File: config.mk
export PLATFORM = sky130hd
export DESIGN_NAME = raycast_wall_column_texturer_flat
export DESIGN_NICKNAME = d
export VERILOG_FILES = /design/src/rtl/core/rcwt_pkg.sv /design/src/rtl/core/rcwt_if.sv /design/src/rtl/core/raycast_wall_column_texturer.sv /design/src/rtl/core/rcwt_div.sv /design/src/rtl/core/rcwt_dp.sv /design/src/rtl/core/rcwt_ctrl.sv /design/src/flat_wrapper.sv
export SDC_FILE = /design/constraint.sdc
export NUM_CORES = 1
export LEC_CHECK = 0
export CORE_UTILIZATION = 50
export DETAILED_ROUTE_END_ITERATION = 6
export DONT_BUFFER_PORTS = 1
export PLACE_DENSITY = 0.64
export SYNTH_ARGS = -nofsm -noshare
export SYNTH_HDL_FRONTEND = slang
export SYNTH_HIERARCHICAL = 1
export SYNTH_SLANG_ARGS = --single-unit
File: constraint.sdc
create_clock -name clk -period 9.3 [get_ports clk]
set_input_delay 0.465 -clock clk [delete_from_list [all_inputs] [get_ports clk]]
set_output_delay 0.465 -clock clk [all_outputs]
set_load 0.01 [all_outputs]
File: src/rtl/core/rcwt_pkg.sv
// ----------------------------------------------------------------------------
// rcwt_pkg
// Widths, codes and shared types of the raycast wall column texturer.
// ----------------------------------------------------------------------------
package rcwt_pkg;

  // Fixed-point and texture geometry
  localparam int FRAC_BITS         = 16;
  localparam int TEX_WIDTH         = 64;
  localparam int TEX_HEIGHT        = 64;
  localparam int MAX_SCREEN_HEIGHT = 2048;

  // Field widths
  localparam int COL_W  = 12;
  localparam int ROW_W  = 11;
  localparam int DIST_W = 32;
  localparam int HIT_W  = 26;
  localparam int SIGN_W = 2;
  localparam int TID_W  = 2;
  localparam int LH_W   = 16;
  localparam int H_W    = 12;
  localparam int POS_W  = 32;
  localparam int TEXW_BITS = $clog2(TEX_WIDTH);
  localparam int TEXH_BITS = $clog2(TEX_HEIGHT);
  localparam int HEFF_W    = $clog2(MAX_SCREEN_HEIGHT + 1);

  // Divider: wide enough for H << FRAC and TEX_HEIGHT << FRAC
  localparam int DIV_N_LH = HEFF_W + FRAC_BITS;
  localparam int DIV_N_ST = TEXH_BITS + FRAC_BITS + 1;
  localparam int DIV_N    = (DIV_N_LH > DIV_N_ST) ? DIV_N_LH : DIV_N_ST;
  localparam int DIV_CNT_W = $clog2(DIV_N + 1);
  localparam logic [DIV_N-1:0] TEX_DIVIDEND = DIV_N'(TEX_HEIGHT) << FRAC_BITS;

  localparam logic [LH_W-1:0] LH_MAX = {LH_W{1'b1}};

  // Configuration port
  localparam int APB_DW = 32;
  localparam int ADDR_W = 3;
  localparam logic [ADDR_W-3:0] REG_SCREEN_HEIGHT = '0;
  localparam logic [H_W-1:0] SCREEN_HEIGHT_RESET = H_W'(480);

  // Codes
  localparam logic CMD_START = 1'b0;
  localparam logic CMD_TICK  = 1'b1;
  localparam logic KIND_HEADER = 1'b0;
  localparam logic KIND_PIXEL  = 1'b1;
  localparam logic [TID_W-1:0] TID_XPOS = 2'd0;
  localparam logic [TID_W-1:0] TID_XNEG = 2'd1;
  localparam logic [TID_W-1:0] TID_YPOS = 2'd2;
  localparam logic [TID_W-1:0] TID_YNEG = 2'd3;
  localparam logic signed [SIGN_W-1:0] SIGN_POS = 2'sd1;

  // Controller to datapath
  typedef struct packed {
    logic start_cap;  // latch a ray hit, launch the height division
    logic tick;       // pixel tick accepted
    logic lh_cap;     // capture saturated line height
    logic geo;        // register rows and offset, launch the step division
    logic step_cap;   // capture the texture step
    logic mul;        // form the starting texture position
    logic hdr;        // load the header result, arm the column
  } rcwt_cmd_t;

  // Datapath to controller
  typedef struct packed {
    logic div_done;
    logic out_free;
  } rcwt_sts_t;

endpackage

File: src/rtl/core/rcwt_if.sv
// ----------------------------------------------------------------------------
// rcwt_if
// Valid/ready channels: ray hits and ticks in, headers and texels out.
// ----------------------------------------------------------------------------
interface rcwt_in_if import rcwt_pkg::*; ();
  logic                     valid;
  logic                     ready;
  logic                     command;
  logic [COL_W-1:0]         column_index;
  logic                     wall_side;
  logic [DIST_W-1:0]        perp_distance;
  logic [HIT_W-1:0]         hit_position;
  logic signed [SIGN_W-1:0] dir_x_sign;
  logic signed [SIGN_W-1:0] dir_y_sign;

  modport source (output valid, command, column_index, wall_side, perp_distance,
                  hit_position, dir_x_sign, dir_y_sign, input ready);
  modport sink   (input valid, command, column_index, wall_side, perp_distance,
                  hit_position, dir_x_sign, dir_y_sign, output ready);
endinterface

interface rcwt_out_if import rcwt_pkg::*; ();
  logic                 valid;
  logic                 ready;
  logic                 kind;
  logic [COL_W-1:0]     screen_x;
  logic [ROW_W-1:0]     screen_y;
  logic [TEXW_BITS-1:0] tex_x;
  logic [TEXH_BITS-1:0] tex_y;
  logic [TID_W-1:0]     texture_id;
  logic [ROW_W-1:0]     draw_start;
  logic [ROW_W-1:0]     draw_end;
  logic [LH_W-1:0]      line_height;
  logic                 last;

  modport source (output valid, kind, screen_x, screen_y, tex_x, tex_y, texture_id,
                  draw_start, draw_end, line_height, last, input ready);
  modport sink   (input valid, kind, screen_x, screen_y, tex_x, tex_y, texture_id,
                  draw_start, draw_end, line_height, last, output ready);
endinterface

File: src/rtl/core/raycast_wall_column_texturer.sv
// ----------------------------------------------------------------------------
// raycast_wall_column_texturer
// Textured wall column generator for a grid raycaster.
// ----------------------------------------------------------------------------
// A start item carries one ray hit. The block projects the wall height as
// screen_height / distance (Q16.16, saturated at 65535; zero distance gives
// 65535), clamps the first and end rows, picks the texture column from the
// hit fraction (mirrored for x-side rays going +x and y-side rays going -y)
// and the wall texture, then sends one header item. Each later tick item
// returns one texel coordinate for the next row, stepping the texture row in
// Q16.16 and wrapping it to the texture height; the final row has last set.
// Ticks with no open column return nothing; a new start abandons an open
// column. Ticks stream at one per clock while the result side keeps up.
// A start occupies the block until its header is loaded, longer while an
// earlier result still waits in the result register: two passes through
// one shared bit-serial divider (height over distance, then texture height
// over line height), a capture of each quotient, a geometry step that
// launches the second pass, a multiply step for the starting texture
// position and the header load.
// The input is not taken while a start is in progress.
// The single register screen_height sits at byte address 0 (reset 480); a
// value of 0 acts as 1 and values above MAX_SCREEN_HEIGHT are clamped.
// ----------------------------------------------------------------------------
module raycast_wall_column_texturer import rcwt_pkg::*; (
  input  logic              clk,
  input  logic              rst_n,
  rcwt_in_if.sink           in_if,
  rcwt_out_if.source        out_if,
  input  logic              psel,
  input  logic              penable,
  input  logic              pwrite,
  input  logic [ADDR_W-1:0] paddr,
  input  logic [APB_DW-1:0] pwdata,
  output logic [APB_DW-1:0] prdata,
  output logic              pready
);

  rcwt_cmd_t      cmd;
  rcwt_sts_t      sts;
  logic [H_W-1:0] screen_height_r;
  logic           reg_hit;

  // Configuration register: written in the access phase; pready is tied high
  assign reg_hit = paddr[ADDR_W-1:2] == REG_SCREEN_HEIGHT;
  assign pready  = 1'b1;
  assign prdata  = reg_hit ? APB_DW'(screen_height_r) : '0;

  always_ff @(posedge clk) begin
    if (!rst_n) begin
      screen_height_r <= SCREEN_HEIGHT_RESET;
    end else if (psel && penable && pwrite && reg_hit) begin
      screen_height_r <= pwdata[H_W-1:0];
    end
  end

  // Sequencer: owns the input handshake and steps the setup
  rcwt_ctrl u_ctrl (
    .clk        (clk),
    .rst_n      (rst_n),
    .in_valid   (in_if.valid),
    .in_command (in_if.command),
    .in_ready   (in_if.ready),
    .sts        (sts),
    .cmd        (cmd)
  );

  // Datapath: divider, geometry, row stepping and the result register
  rcwt_dp u_dp (
    .clk              (clk),
    .rst_n            (rst_n),
    .cmd              (cmd),
    .sts              (sts),
    .screen_height    (screen_height_r),
    .in_column_index  (in_if.column_index),
    .in_wall_side     (in_if.wall_side),
    .in_perp_distance (in_if.perp_distance),
    .in_hit_position  (in_if.hit_position),
    .in_dir_x_sign    (in_if.dir_x_sign),
    .in_dir_y_sign    (in_if.dir_y_sign),
    .out_valid        (out_if.valid),
    .out_ready        (out_if.ready),
    .out_kind         (out_if.kind),
    .out_screen_x     (out_if.screen_x),
    .out_screen_y     (out_if.screen_y),
    .out_tex_x        (out_if.tex_x),
    .out_tex_y        (out_if.tex_y),
    .out_texture_id   (out_if.texture_id),
    .out_draw_start   (out_if.draw_start),
    .out_draw_end     (out_if.draw_end),
    .out_line_height  (out_if.line_height),
    .out_last         (out_if.last)
  );

endmodule

File: src/rtl/core/rcwt_div.sv
// ----------------------------------------------------------------------------
// rcwt_div
// Restoring divider, one quotient bit per cycle, shared by both divisions.
// ----------------------------------------------------------------------------
module rcwt_div import rcwt_pkg::*; (
  input  logic              clk,
  input  logic              rst_n,
  input  logic              start,
  input  logic [DIV_N-1:0]  dividend,
  input  logic [DIST_W-1:0] divisor,
  output logic              done,
  output logic [DIV_N-1:0]  quotient
);

  logic                 busy_r;
  logic                 done_r;
  logic [DIV_CNT_W-1:0] cnt_r;
  logic [DIV_N-1:0]     q_r;
  logic [DIST_W-1:0]    rem_r;
  logic [DIST_W-1:0]    dsr_r;

  logic [DIST_W:0]   trial;
  logic [DIST_W:0]   diff;
  logic              ge;
  logic [DIST_W-1:0] rem_nxt;

  always_comb begin
    trial   = {rem_r, q_r[DIV_N-1]};
    diff    = trial - {1'b0, dsr_r};
    ge      = trial >= {1'b0, dsr_r};
    rem_nxt = ge ? diff[DIST_W-1:0] : trial[DIST_W-1:0];
  end

  always_ff @(posedge clk) begin
    if (!rst_n) begin
      busy_r <= 1'b0;
      done_r <= 1'b0;
      cnt_r  <= '0;
    end else begin
      done_r <= 1'b0;
      if (start) begin
        busy_r <= 1'b1;
        cnt_r  <= DIV_CNT_W'(DIV_N);
      end else if (busy_r) begin
        cnt_r <= cnt_r - DIV_CNT_W'(1);
        if (cnt_r == DIV_CNT_W'(1)) begin
          busy_r <= 1'b0;
          done_r <= 1'b1;
        end
      end
    end
  end

  always_ff @(posedge clk) begin
    if (start) begin
      q_r   <= dividend;
      rem_r <= '0;
      dsr_r <= divisor;
    end else if (busy_r) begin
      q_r   <= {q_r[DIV_N-2:0], ge};
      rem_r <= rem_nxt;
    end
  end

  assign done     = done_r;
  assign quotient = q_r;

endmodule

File: src/rtl/core/rcwt_dp.sv
// ----------------------------------------------------------------------------
// rcwt_dp
// Column datapath: projection, texture setup, row stepping, result register.
// ----------------------------------------------------------------------------
module rcwt_dp import rcwt_pkg::*; (
  input  logic                     clk,
  input  logic                     rst_n,
  input  rcwt_cmd_t                cmd,
  output rcwt_sts_t                sts,
  input  logic [H_W-1:0]           screen_height,
  input  logic [COL_W-1:0]         in_column_index,
  input  logic                     in_wall_side,
  input  logic [DIST_W-1:0]        in_perp_distance,
  input  logic [HIT_W-1:0]         in_hit_position,
  input  logic signed [SIGN_W-1:0] in_dir_x_sign,
  input  logic signed [SIGN_W-1:0] in_dir_y_sign,
  output logic                     out_valid,
  input  logic                     out_ready,
  output logic                     out_kind,
  output logic [COL_W-1:0]         out_screen_x,
  output logic [ROW_W-1:0]         out_screen_y,
  output logic [TEXW_BITS-1:0]     out_tex_x,
  output logic [TEXH_BITS-1:0]     out_tex_y,
  output logic [TID_W-1:0]         out_texture_id,
  output logic [ROW_W-1:0]         out_draw_start,
  output logic [ROW_W-1:0]         out_draw_end,
  output logic [LH_W-1:0]          out_line_height,
  output logic                     out_last
);

  // Column state
  logic [HEFF_W-1:0]    h_r;
  logic                 dist_zero_r;
  logic [LH_W-1:0]      lh_r;
  logic [ROW_W-1:0]     start_r;
  logic [ROW_W-1:0]     end_r;
  logic [LH_W-2:0]      offset_r;
  logic [POS_W-1:0]     tex_step_r;
  logic [POS_W-1:0]     tex_pos_r;
  logic [ROW_W-1:0]     cur_row_r;
  logic [ROW_W-1:0]     end_row_r;
  logic                 active_r;
  logic [TEXW_BITS-1:0] tex_col_r;
  logic [TID_W-1:0]     wall_tex_r;
  logic [COL_W-1:0]     col_num_r;

  // Result register
  logic                 out_valid_r;
  logic                 out_kind_r;
  logic [COL_W-1:0]     out_sx_r;
  logic [ROW_W-1:0]     out_sy_r;
  logic [TEXW_BITS-1:0] out_tx_r;
  logic [TEXH_BITS-1:0] out_ty_r;
  logic [TID_W-1:0]     out_tid_r;
  logic [ROW_W-1:0]     out_ds_r;
  logic [ROW_W-1:0]     out_de_r;
  logic [LH_W-1:0]      out_lh_r;
  logic                 out_last_r;

  logic [HEFF_W-1:0]    h_eff;
  logic                 xpos;
  logic                 ypos;
  logic                 yneg;
  logic [TEXW_BITS-1:0] texx_raw;
  logic [TEXW_BITS-1:0] texx;
  logic [TID_W-1:0]     wall_tex;
  logic                 div_start;
  logic [DIV_N-1:0]     div_dividend;
  logic [DIST_W-1:0]    div_divisor;
  logic                 div_done;
  logic [DIV_N-1:0]     div_q;
  logic [LH_W:0]        hh;
  logic [LH_W:0]        hl;
  logic [LH_W:0]        hv;
  logic [LH_W:0]        end_sum;
  logic [LH_W:0]        start_w;
  logic [LH_W:0]        end_w;
  logic [LH_W:0]        off_w;
  logic [LH_W-1+POS_W-1:0] prod;
  logic                 last_px;
  logic                 pix_load;

  // Clamp the configured height into the usable range
  always_comb begin
    if (screen_height == '0) begin
      h_eff = HEFF_W'(1);
    end else if (int'(screen_height) > MAX_SCREEN_HEIGHT) begin
      h_eff = HEFF_W'(MAX_SCREEN_HEIGHT);
    end else begin
      h_eff = HEFF_W'(screen_height);
    end
  end

  // Texture column and wall texture from the hit
  always_comb begin
    xpos     = in_dir_x_sign == SIGN_POS;
    ypos     = in_dir_y_sign == SIGN_POS;
    yneg     = in_dir_y_sign[SIGN_W-1];
    texx_raw = in_hit_position[FRAC_BITS-1 -: TEXW_BITS];
    if ((!in_wall_side && xpos) || (in_wall_side && yneg)) begin
      texx = ~texx_raw;
    end else begin
      texx = texx_raw;
    end
    if (!in_wall_side) begin
      wall_tex = xpos ? TID_XPOS : TID_XNEG;
    end else begin
      wall_tex = ypos ? TID_YPOS : TID_YNEG;
    end
  end

  // Divider operands: height division on start, step division on geo
  assign div_start    = cmd.start_cap | cmd.geo;
  assign div_dividend = cmd.geo ? TEX_DIVIDEND
                                : DIV_N'({h_eff, {FRAC_BITS{1'b0}}});
  assign div_divisor  = cmd.geo ? DIST_W'(lh_r) : in_perp_distance;

  rcwt_div u_div (
    .clk      (clk),
    .rst_n    (rst_n),
    .start    (div_start),
    .dividend (div_dividend),
    .divisor  (div_divisor),
    .done     (div_done),
    .quotient (div_q)
  );

  // Row geometry from line height
  always_comb begin
    hh      = (LH_W+1)'(h_r >> 1);
    hl      = (LH_W+1)'(lh_r >> 1);
    hv      = (LH_W+1)'(h_r);
    end_sum = hl + hh;
    start_w = (hl < hh) ? (hh - hl) : '0;
    off_w   = (hl < hh) ? '0 : (hl - hh);
    end_w   = (end_sum >= hv) ? (hv - (LH_W+1)'(1)) : end_sum;
  end

  assign prod     = (LH_W-1+POS_W)'(offset_r) * (LH_W-1+POS_W)'(tex_step_r);
  assign last_px  = ({1'b0, cur_row_r} + (ROW_W+1)'(1)) >= {1'b0, end_row_r};
  assign pix_load = cmd.tick && active_r;

  always_ff @(posedge clk) begin
    if (!rst_n) begin
      active_r    <= 1'b0;
      out_valid_r <= 1'b0;
    end else begin
      if (cmd.start_cap) begin
        active_r <= 1'b0;
      end else if (cmd.hdr) begin
        active_r <= end_r > start_r;
      end else if (pix_load && last_px) begin
        active_r <= 1'b0;
      end
      if (cmd.hdr || pix_load) begin
        out_valid_r <= 1'b1;
      end else if (out_ready) begin
        out_valid_r <= 1'b0;
      end
    end
  end

  always_ff @(posedge clk) begin
    if (cmd.start_cap) begin
      h_r         <= h_eff;
      dist_zero_r <= in_perp_distance == '0;
      tex_col_r   <= texx;
      wall_tex_r  <= wall_tex;
      col_num_r   <= in_column_index;
    end
    if (cmd.lh_cap) begin
      lh_r <= (dist_zero_r || (|div_q[DIV_N-1:LH_W])) ? LH_MAX : div_q[LH_W-1:0];
    end
    if (cmd.geo) begin
      start_r  <= ROW_W'(start_w);
      end_r    <= ROW_W'(end_w);
      offset_r <= (LH_W-1)'(off_w);
    end
    if (cmd.step_cap) begin
      tex_step_r <= (lh_r == '0) ? '0 : POS_W'(div_q);
    end
    if (cmd.mul) begin
      tex_pos_r <= POS_W'(prod);
    end
    if (cmd.hdr) begin
      cur_row_r  <= start_r;
      end_row_r  <= end_r;
      out_kind_r <= KIND_HEADER;
      out_sx_r   <= col_num_r;
      out_sy_r   <= '0;
      out_tx_r   <= tex_col_r;
      out_ty_r   <= '0;
      out_tid_r  <= wall_tex_r;
      out_ds_r   <= start_r;
      out_de_r   <= end_r;
      out_lh_r   <= lh_r;
      out_last_r <= 1'b0;
    end else if (pix_load) begin
      cur_row_r  <= cur_row_r + ROW_W'(1);
      tex_pos_r  <= tex_pos_r + tex_step_r;
      out_kind_r <= KIND_PIXEL;
      out_sx_r   <= col_num_r;
      out_sy_r   <= cur_row_r;
      out_tx_r   <= tex_col_r;
      out_ty_r   <= tex_pos_r[FRAC_BITS +: TEXH_BITS];
      out_tid_r  <= wall_tex_r;
      out_ds_r   <= '0;
      out_de_r   <= '0;
      out_lh_r   <= '0;
      out_last_r <= last_px;
    end
  end

  assign sts.div_done = div_done;
  assign sts.out_free = !out_valid_r || out_ready;

  assign out_valid       = out_valid_r;
  assign out_kind        = out_kind_r;
  assign out_screen_x    = out_sx_r;
  assign out_screen_y    = out_sy_r;
  assign out_tex_x       = out_tx_r;
  assign out_tex_y       = out_ty_r;
  assign out_texture_id  = out_tid_r;
  assign out_draw_start  = out_ds_r;
  assign out_draw_end    = out_de_r;
  assign out_line_height = out_lh_r;
  assign out_last        = out_last_r;

endmodule

File: src/rtl/core/rcwt_ctrl.sv
// ----------------------------------------------------------------------------
// rcwt_ctrl
// Sequencer for column setup; pixel ticks pass straight through when idle.
// ----------------------------------------------------------------------------
module rcwt_ctrl import rcwt_pkg::*; (
  input  logic      clk,
  input  logic      rst_n,
  input  logic      in_valid,
  input  logic      in_command,
  output logic      in_ready,
  input  rcwt_sts_t sts,
  output rcwt_cmd_t cmd
);

  typedef enum logic [2:0] {
    S_IDLE,
    S_DIV_LH,
    S_GEO,
    S_DIV_ST,
    S_MUL,
    S_HDR
  } state_t;

  state_t state_r;
  state_t state_nxt;
  logic   accept;

  assign in_ready = (state_r == S_IDLE) && sts.out_free;
  assign accept   = in_valid && in_ready;

  always_comb begin
    state_nxt     = state_r;
    cmd           = '0;
    cmd.start_cap = accept && (in_command == CMD_START);
    cmd.tick      = accept && (in_command == CMD_TICK);
    case (state_r)
      S_IDLE: begin
        if (cmd.start_cap) state_nxt = S_DIV_LH;
      end
      S_DIV_LH: begin
        if (sts.div_done) begin
          cmd.lh_cap = 1'b1;
          state_nxt  = S_GEO;
        end
      end
      S_GEO: begin
        cmd.geo   = 1'b1;
        state_nxt = S_DIV_ST;
      end
      S_DIV_ST: begin
        if (sts.div_done) begin
          cmd.step_cap = 1'b1;
          state_nxt    = S_MUL;
        end
      end
      S_MUL: begin
        cmd.mul   = 1'b1;
        state_nxt = S_HDR;
      end
      S_HDR: begin
        if (sts.out_free) begin
          cmd.hdr   = 1'b1;
          state_nxt = S_IDLE;
        end
      end
      default: state_nxt = S_IDLE;
    endcase
  end

  always_ff @(posedge clk) begin
    if (!rst_n) begin
      state_r <= S_IDLE;
    end else begin
      state_r <= state_nxt;
    end
  end

endmodule

File: src/flat_wrapper.sv
// flat-port wrapper written by rule: the top's interface ports become plain ports
module raycast_wall_column_texturer_flat import rcwt_pkg::*;
  (clk, rst_n, psel, penable, pwrite, paddr, pwdata, prdata, pready, in_if_valid, in_if_command, in_if_column_index, in_if_wall_side, in_if_perp_distance, in_if_hit_position, in_if_dir_x_sign, in_if_dir_y_sign, in_if_ready, out_if_valid, out_if_kind, out_if_screen_x, out_if_screen_y, out_if_tex_x, out_if_tex_y, out_if_texture_id, out_if_draw_start, out_if_draw_end, out_if_line_height, out_if_last, out_if_ready);
  rcwt_in_if in_if_i ();
  rcwt_out_if out_if_i ();
  input  logic clk;
  input  logic rst_n;
  input  logic psel;
  input  logic penable;
  input  logic pwrite;
  input  logic [ADDR_W-1:0] paddr;
  input  logic [APB_DW-1:0] pwdata;
  output logic [APB_DW-1:0] prdata;
  output logic pready;
  input wire logic [$bits(in_if_i.valid)-1:0] in_if_valid;
  input wire logic [$bits(in_if_i.command)-1:0] in_if_command;
  input wire logic [$bits(in_if_i.column_index)-1:0] in_if_column_index;
  input wire logic [$bits(in_if_i.wall_side)-1:0] in_if_wall_side;
  input wire logic [$bits(in_if_i.perp_distance)-1:0] in_if_perp_distance;
  input wire logic [$bits(in_if_i.hit_position)-1:0] in_if_hit_position;
  input wire logic [$bits(in_if_i.dir_x_sign)-1:0] in_if_dir_x_sign;
  input wire logic [$bits(in_if_i.dir_y_sign)-1:0] in_if_dir_y_sign;
  output wire logic [$bits(in_if_i.ready)-1:0] in_if_ready;
  output wire logic [$bits(out_if_i.valid)-1:0] out_if_valid;
  output wire logic [$bits(out_if_i.kind)-1:0] out_if_kind;
  output wire logic [$bits(out_if_i.screen_x)-1:0] out_if_screen_x;
  output wire logic [$bits(out_if_i.screen_y)-1:0] out_if_screen_y;
  output wire logic [$bits(out_if_i.tex_x)-1:0] out_if_tex_x;
  output wire logic [$bits(out_if_i.tex_y)-1:0] out_if_tex_y;
  output wire logic [$bits(out_if_i.texture_id)-1:0] out_if_texture_id;
  output wire logic [$bits(out_if_i.draw_start)-1:0] out_if_draw_start;
  output wire logic [$bits(out_if_i.draw_end)-1:0] out_if_draw_end;
  output wire logic [$bits(out_if_i.line_height)-1:0] out_if_line_height;
  output wire logic [$bits(out_if_i.last)-1:0] out_if_last;
  input wire logic [$bits(out_if_i.ready)-1:0] out_if_ready;
  assign in_if_i.valid = in_if_valid;
  assign in_if_i.command = in_if_command;
  assign in_if_i.column_index = in_if_column_index;
  assign in_if_i.wall_side = in_if_wall_side;
  assign in_if_i.perp_distance = in_if_perp_distance;
  assign in_if_i.hit_position = in_if_hit_position;
  assign in_if_i.dir_x_sign = in_if_dir_x_sign;
  assign in_if_i.dir_y_sign = in_if_dir_y_sign;
  assign in_if_ready = in_if_i.ready;
  assign out_if_valid = out_if_i.valid;
  assign out_if_kind = out_if_i.kind;
  assign out_if_screen_x = out_if_i.screen_x;
  assign out_if_screen_y = out_if_i.screen_y;
  assign out_if_tex_x = out_if_i.tex_x;
  assign out_if_tex_y = out_if_i.tex_y;
  assign out_if_texture_id = out_if_i.texture_id;
  assign out_if_draw_start = out_if_i.draw_start;
  assign out_if_draw_end = out_if_i.draw_end;
  assign out_if_line_height = out_if_i.line_height;
  assign out_if_last = out_if_i.last;
  assign out_if_i.ready = out_if_ready;
  raycast_wall_column_texturer u_core (.clk(clk), .rst_n(rst_n), .in_if(in_if_i), .out_if(out_if_i), .psel(psel), .penable(penable), .pwrite(pwrite), .paddr(paddr), .pwdata(pwdata), .prdata(prdata), .pready(pready));
endmodule
Yosys cells after proc, flatten, opt, wreduce, memory -nomap -nowiden
Cells that the tools add are included.
Widths: inputs -> output; s select.
{"block": "classes", "addsub": 9, "n_mul": 1, "n_lt_le_gt_ge": 6, "eq_ne": 12, "n_mux": 51, "n_bitwise": 6, "reduce_logical": 30}
{"cell": "$mux 32", "count": 4}
{"cell": "$mux 28", "count": 3}
{"cell": "$mux 11", "count": 6}
{"cell": "$mux 12", "count": 5}
{"cell": "$mux 16", "count": 3}
{"cell": "$ge 33x32->1", "count": 1}
{"cell": "$add 32x32->32", "count": 1}
{"cell": "$logic_not 32->1", "count": 1}
{"cell": "$mul 15x32->32", "count": 1}
{"cell": "$sub 32x32->32", "count": 1}
{"cell": "$mux 6", "count": 3}
{"cell": "$pmux 3 s6", "count": 1}
{"cell": "$mux 1", "count": 17}
{"cell": "$add 15x11->16", "count": 1}
{"cell": "$ge 16x12->1", "count": 1}
{"cell": "$logic_not 16->1", "count": 1}
{"cell": "$lt 15x11->1", "count": 1}
{"cell": "$sub 15x11->15", "count": 1}
{"cell": "$add 11x1->12 const B", "count": 1}
{"cell": "$ge 12x11->1", "count": 1}
{"cell": "$gt 12x12->1 const B", "count": 1}
{"cell": "$logic_not 12->1", "count": 1}
{"cell": "$mux 3", "count": 4}
{"cell": "$reduce_or 12->1", "count": 1}
{"cell": "other kinds (24)", "count": 54}
{"block": "word_totals", "register_bits": 365, "in_bits": 118, "out_inout_bits": 112, "word_cells": 151}

Longest topological paths before layout
{"block": "logic_depth", "ltp_word": 9, "depth_mapped": 24, "ltp_nobuf": 23}

Cells and area by module
Netlist, hierarchy kept.
{"module": "rcwt_dp", "n_inst": 1, "cells_each": 1868, "area_per_inst_um2": 18894.4, "seq_area_each_um2": 6506.2}
{"module": "rcwt_div", "n_inst": 1, "cells_each": 603, "area_per_inst_um2": 5929.4, "seq_area_each_um2": 2582.5}
{"module": "raycast_wall_column_texturer", "n_inst": 1, "cells_each": 89, "area_per_inst_um2": 762.0, "seq_area_each_um2": 240.2}
{"module": "rcwt_ctrl", "n_inst": 1, "cells_each": 26, "area_per_inst_um2": 188.9, "seq_area_each_um2": 60.1}

Least setup slack after synthesis
Ideal clock, no wire load.
{"block": "synth_timing", "path_type": "register to register", "from": "register u_core.u_dp.offset_r[5]", "to": "register u_core.u_dp.tex_pos_r[20]", "setup_time_ns": 0.132, "t_arrival_ns": 5.593, "required_ns": 9.168, "setup_slack_ns": 3.575, "stages_incl_launch_ff": 21, "path_buffers": 1, "synth_period_minus_slack_ns": 5.725, "cell_sequence": "edfxtp_1 clkbuf_1 and2_1 fa_1 inv_1 fa_1 inv_1 fa_1 fa_1 fa_1 inv_1 fa_1 inv_1 ha_1 a21o_1 a2111oi_0 a21oi_1 a21oi_1 mux2i_1 nor3_1 a21oi_1"}
{"block": "synth_between", "elab_chain_len": 4}
{"item": "from (decl)", "line_no": "rcwt_dp.sv:37", "text": "logic [LH_W-2:0] offset_r;"}
{"item": "from (signal assigned)", "line_no": "rcwt_dp.sv:177", "text": "offset_r <= (LH_W-1)'(off_w);"}
{"item": "$mul 15x32->32 (*)", "line_no": "rcwt_dp.sv:139", "text": "assign prod = (LH_W-1+POS_W)'(offset_r) * (LH_W-1+POS_W)'(tex_step_r);"}
{"item": "$mux 32 (*)", "line_no": "rcwt_dp.sv:182", "text": "if (cmd.mul) begin"}
{"item": "$mux 32", "line_no": "rcwt_dp.sv:198", "text": "end else if (pix_load) begin"}
{"item": "$mux 32 (*)", "line_no": "rcwt_dp.sv:185", "text": "if (cmd.hdr) begin"}
{"item": "to (signal assigned)", "line_no": "rcwt_dp.sv:183", "text": "tex_pos_r <= POS_W'(prod);"}
{"item": "to (signal assigned)", "line_no": "rcwt_dp.sv:200", "text": "tex_pos_r <= tex_pos_r + tex_step_r;"}
{"item": "to (decl)", "line_no": "rcwt_dp.sv:39", "text": "logic [POS_W-1:0] tex_pos_r;"}
Mark *: on every way between the ends. The rest lies on a longest branch, timed or not.
A chain may end at the register's enable or synchronous reset.

Worst setup path in the final report
{"block": "layout_timing", "from": "register u_core.u_dp.offset_r[2]", "to": "register u_core.u_dp.tex_pos_r[21]"}
Same word-level chain as after synthesis.

==> out/results.ini <==
[logic_synthesis]
yosysTopAreaCell=edfxtp_1
synth.most_common_cell=inv_1
synthFlopType=edfxtp_1
ys_seq_area_frac=0.364
postSynth.asyncResetShare=0
syn_area_per_cell_um2=9.97
ys_top_cells_by_count=inv_1 (306), edfxtp_1 (248), nand2_1 (235)
synth_area_mm2=0.0258
ys_ff_latch=345
synth_edf_count=248
yosys_warnings=6
synth_cell_types=80
synth_top_area_frac=0.289
syn_inst=2586
yosys-top-cells-area=edfxtp_1 (29%), fa_1 (13%), ha_1 (8.3%)

[timing]
fin_tns_setup_ns=0
drv_slew=0
period_share=0.699
rsz0062_at_grt=false
fin_skew_ns=0.0193
setup_viol=0
min_period_ns=6.50
fin_hold_ws_ns=0.0499
hold_viol=0
slew_headroom=0.222
fin_ws_ns=2.80
fmaxAchievable_mhz=154
worstMarginPinSlew_ns=1.17

[die]
fp-row-count=82
pin_count=230
start_util=0.511
dieArea_mm2=0.0525
chipWidth_um=229
fp.coreArea_mm2=0.0505
die_y_um=229

[clock_tree]
clock_latency_ns=0.56
htreeDepth=2
cts_root_buf=clkbuf_16
cts.sinks=345
post_cts_resize_count=0
post_cts_buffers=0
numCtsBuffers=40
cts_tree=yes
clockBufferDepth=3
cts.clk_slew.worst_paths_ns=0.06

[detailed_routing]
drc=0
via_per_inst=5.51
routedWlPerCell_um=19.0
first_iter_violations=1371
routed-via-count=17988
antenna_left=0
drtPass1Iterations=5
wl_um=62000

[global_route]
grt_first_pass_wirelength_um=98000
track_usage=0.237
grt_overflow=0
grt_antenna_before_repair=4
grt_max_degree=85
grt_pass1_vias=18063

[pwr]
p_total_mw=4.06
powerDensity_mw_per_mm2=147
leakage_nw=11.5
peakVddDrop_mv=0.154

[final_layout]
drive_gt1_frac=0.0674
nets=3019
stdcell_area_mm2=0.0277
antenna_cells=0
syn_to_final_growth_pct=7.45

[placed_design]
place_hpwl_um=45600
post-place-ws_ns=2.86
placed_cell_area_mm2=0.0263
portBuffers=0
globalplace.congestion=0.898

[critical_path]
cp.arrival_ns=6.93
ff2ff_path_depth=20
worstSetupPathType=reg -> reg
cp.required_ns=9.73
critPathCaptureType=flop
cp_max_fo=20
cp-start-kind=flop

[status]
outcome=complete, no violations

[run]
cap_violations=0

[worst_hold_path]
hold_path_depth=2
hp-class=in -> reg

[placed cells by master, fill, tap and decap left out, types with 32 or more instances in the layout]
cell,count
and2_1,208
nand2b_1,34
nand2_1,235
mux2i_1,43
xnor2_1,85
nor2b_1,78
o21ai_0,68
xor2_1,50
fa_1,164
a21o_1,32
edfxtp_1,248
clkbuf_16,43
inv_1,305
a21oi_1,128
conb_1,37
nor2_1,108
ha_1,172
nand3_1,40
dfxtp_1,97
nor3_1,34
mux2_2,50
[critical path, stage by stage, from the launching register on]
cell      delay, ns
edfxtp_1       0.78
and2_1         0.36
fa_1           0.54
inv_1          0.05
fa_1           0.48
inv_1          0.05
fa_1           0.45
ha_1           0.33
fa_1           0.54
inv_1          0.06
fa_1           0.54
inv_1          0.05
ha_1           0.36
and4_1         0.23
a211oi_1       0.43
o31ai_1        0.24
a211oi_1       0.38
o21bai_1       0.10
a21oi_1        0.18
xnor2_1        0.13
o211ai_1       0.09
[path summary, 6_finish.rpt]
kind / startpoint / to / slack (ns)
max: u_core/u_dp/offset_r[2] / u_core/u_dp/tex_pos_r[21] / 2.80
min: pwdata[11] / u_core/screen_height_r[11] / 0.05
max reg2reg: u_core/u_dp/offset_r[2] / u_core/u_dp/tex_pos_r[21] / 2.80
min reg2reg: u_core/u_dp/tex_col_r[5] / u_core/u_dp/out_tex_x[5] / 0.42
[state kept, by name (all words and copies together), names as in the netlist, 15 cells and up]
name                         flops
u_core/u_dp/u_div/rem_r         32
u_core/u_dp/tex_pos_r           22
u_core/u_dp/lh_r                16
u_core/u_dp/u_div/quotient      28
u_core/u_dp/u_div/dsr_r         32
u_core/u_dp/tex_step_r          22
u_core/u_dp/out_line_height     16
u_core/u_dp/offset_r            15
[per-layer routing]
metal,vias up,GRT usage,share of wire
met5,-,0,0.00016
met4,2,0.0608,0.019
met3,82,0.0509,0.072
met2,544,0.377,0.45
met1,8771,0.330,0.46
li1,8589,-,-
[layout make-up]
cell class	count	area, um^2
fill	4491	22800
multi-input combinational	1845	14800
sequential	345	9390
clock buffer	55	1150
inverter	306	1150
tap	672	841
timing repair buffer	27	235
clock inverter	17	135
[power by group]
part	switching (mW)	total [mW]	internal, mW	leakage, nW
logic	0.406	0.712	0.307	7.81
clock network	0.640	1.54	0.898	0.621
registers	0.0725	1.81	1.73	3.04
total	1.12	4.06	2.94	11.5
[metrics by stage]
| stage | std cells | util |
|---|---|---|
| 2_1_floorplan | 2620 | - |
| 3_3_place_gp | 3182 | 0.521 |
| 3_5_place_dp | 3182 | 0.521 |
| 4_1_cts | 3267 | 0.549 |
| 5_1_grt | 3267 | 0.549 |
| 6_report | 3267 | 0.549 |
[what timing repair did]
action | 4_1_cts | 5_1_grt
hold buffers | 13 | 0
endpoints found under the setup margin | 0 | 0
hold endpoints to repair | 13 | 0
[cells by family (layout without fill, tap and decap cells)]
family,Yosys count,count (layout),synth area share
DFF,345,345,0.364
other,3,37,0.000437
adders and majority gates,336,336,0.211
AOI/OAI and AO/OA,372,372,0.0922
buffers and inverters,430,405,0.0682
muxes,101,101,0.0432
xor gates and xnor gates,135,135,0.0459
and+or+nand+nor,864,864,0.175
Power figures use the tool's default switching activity.
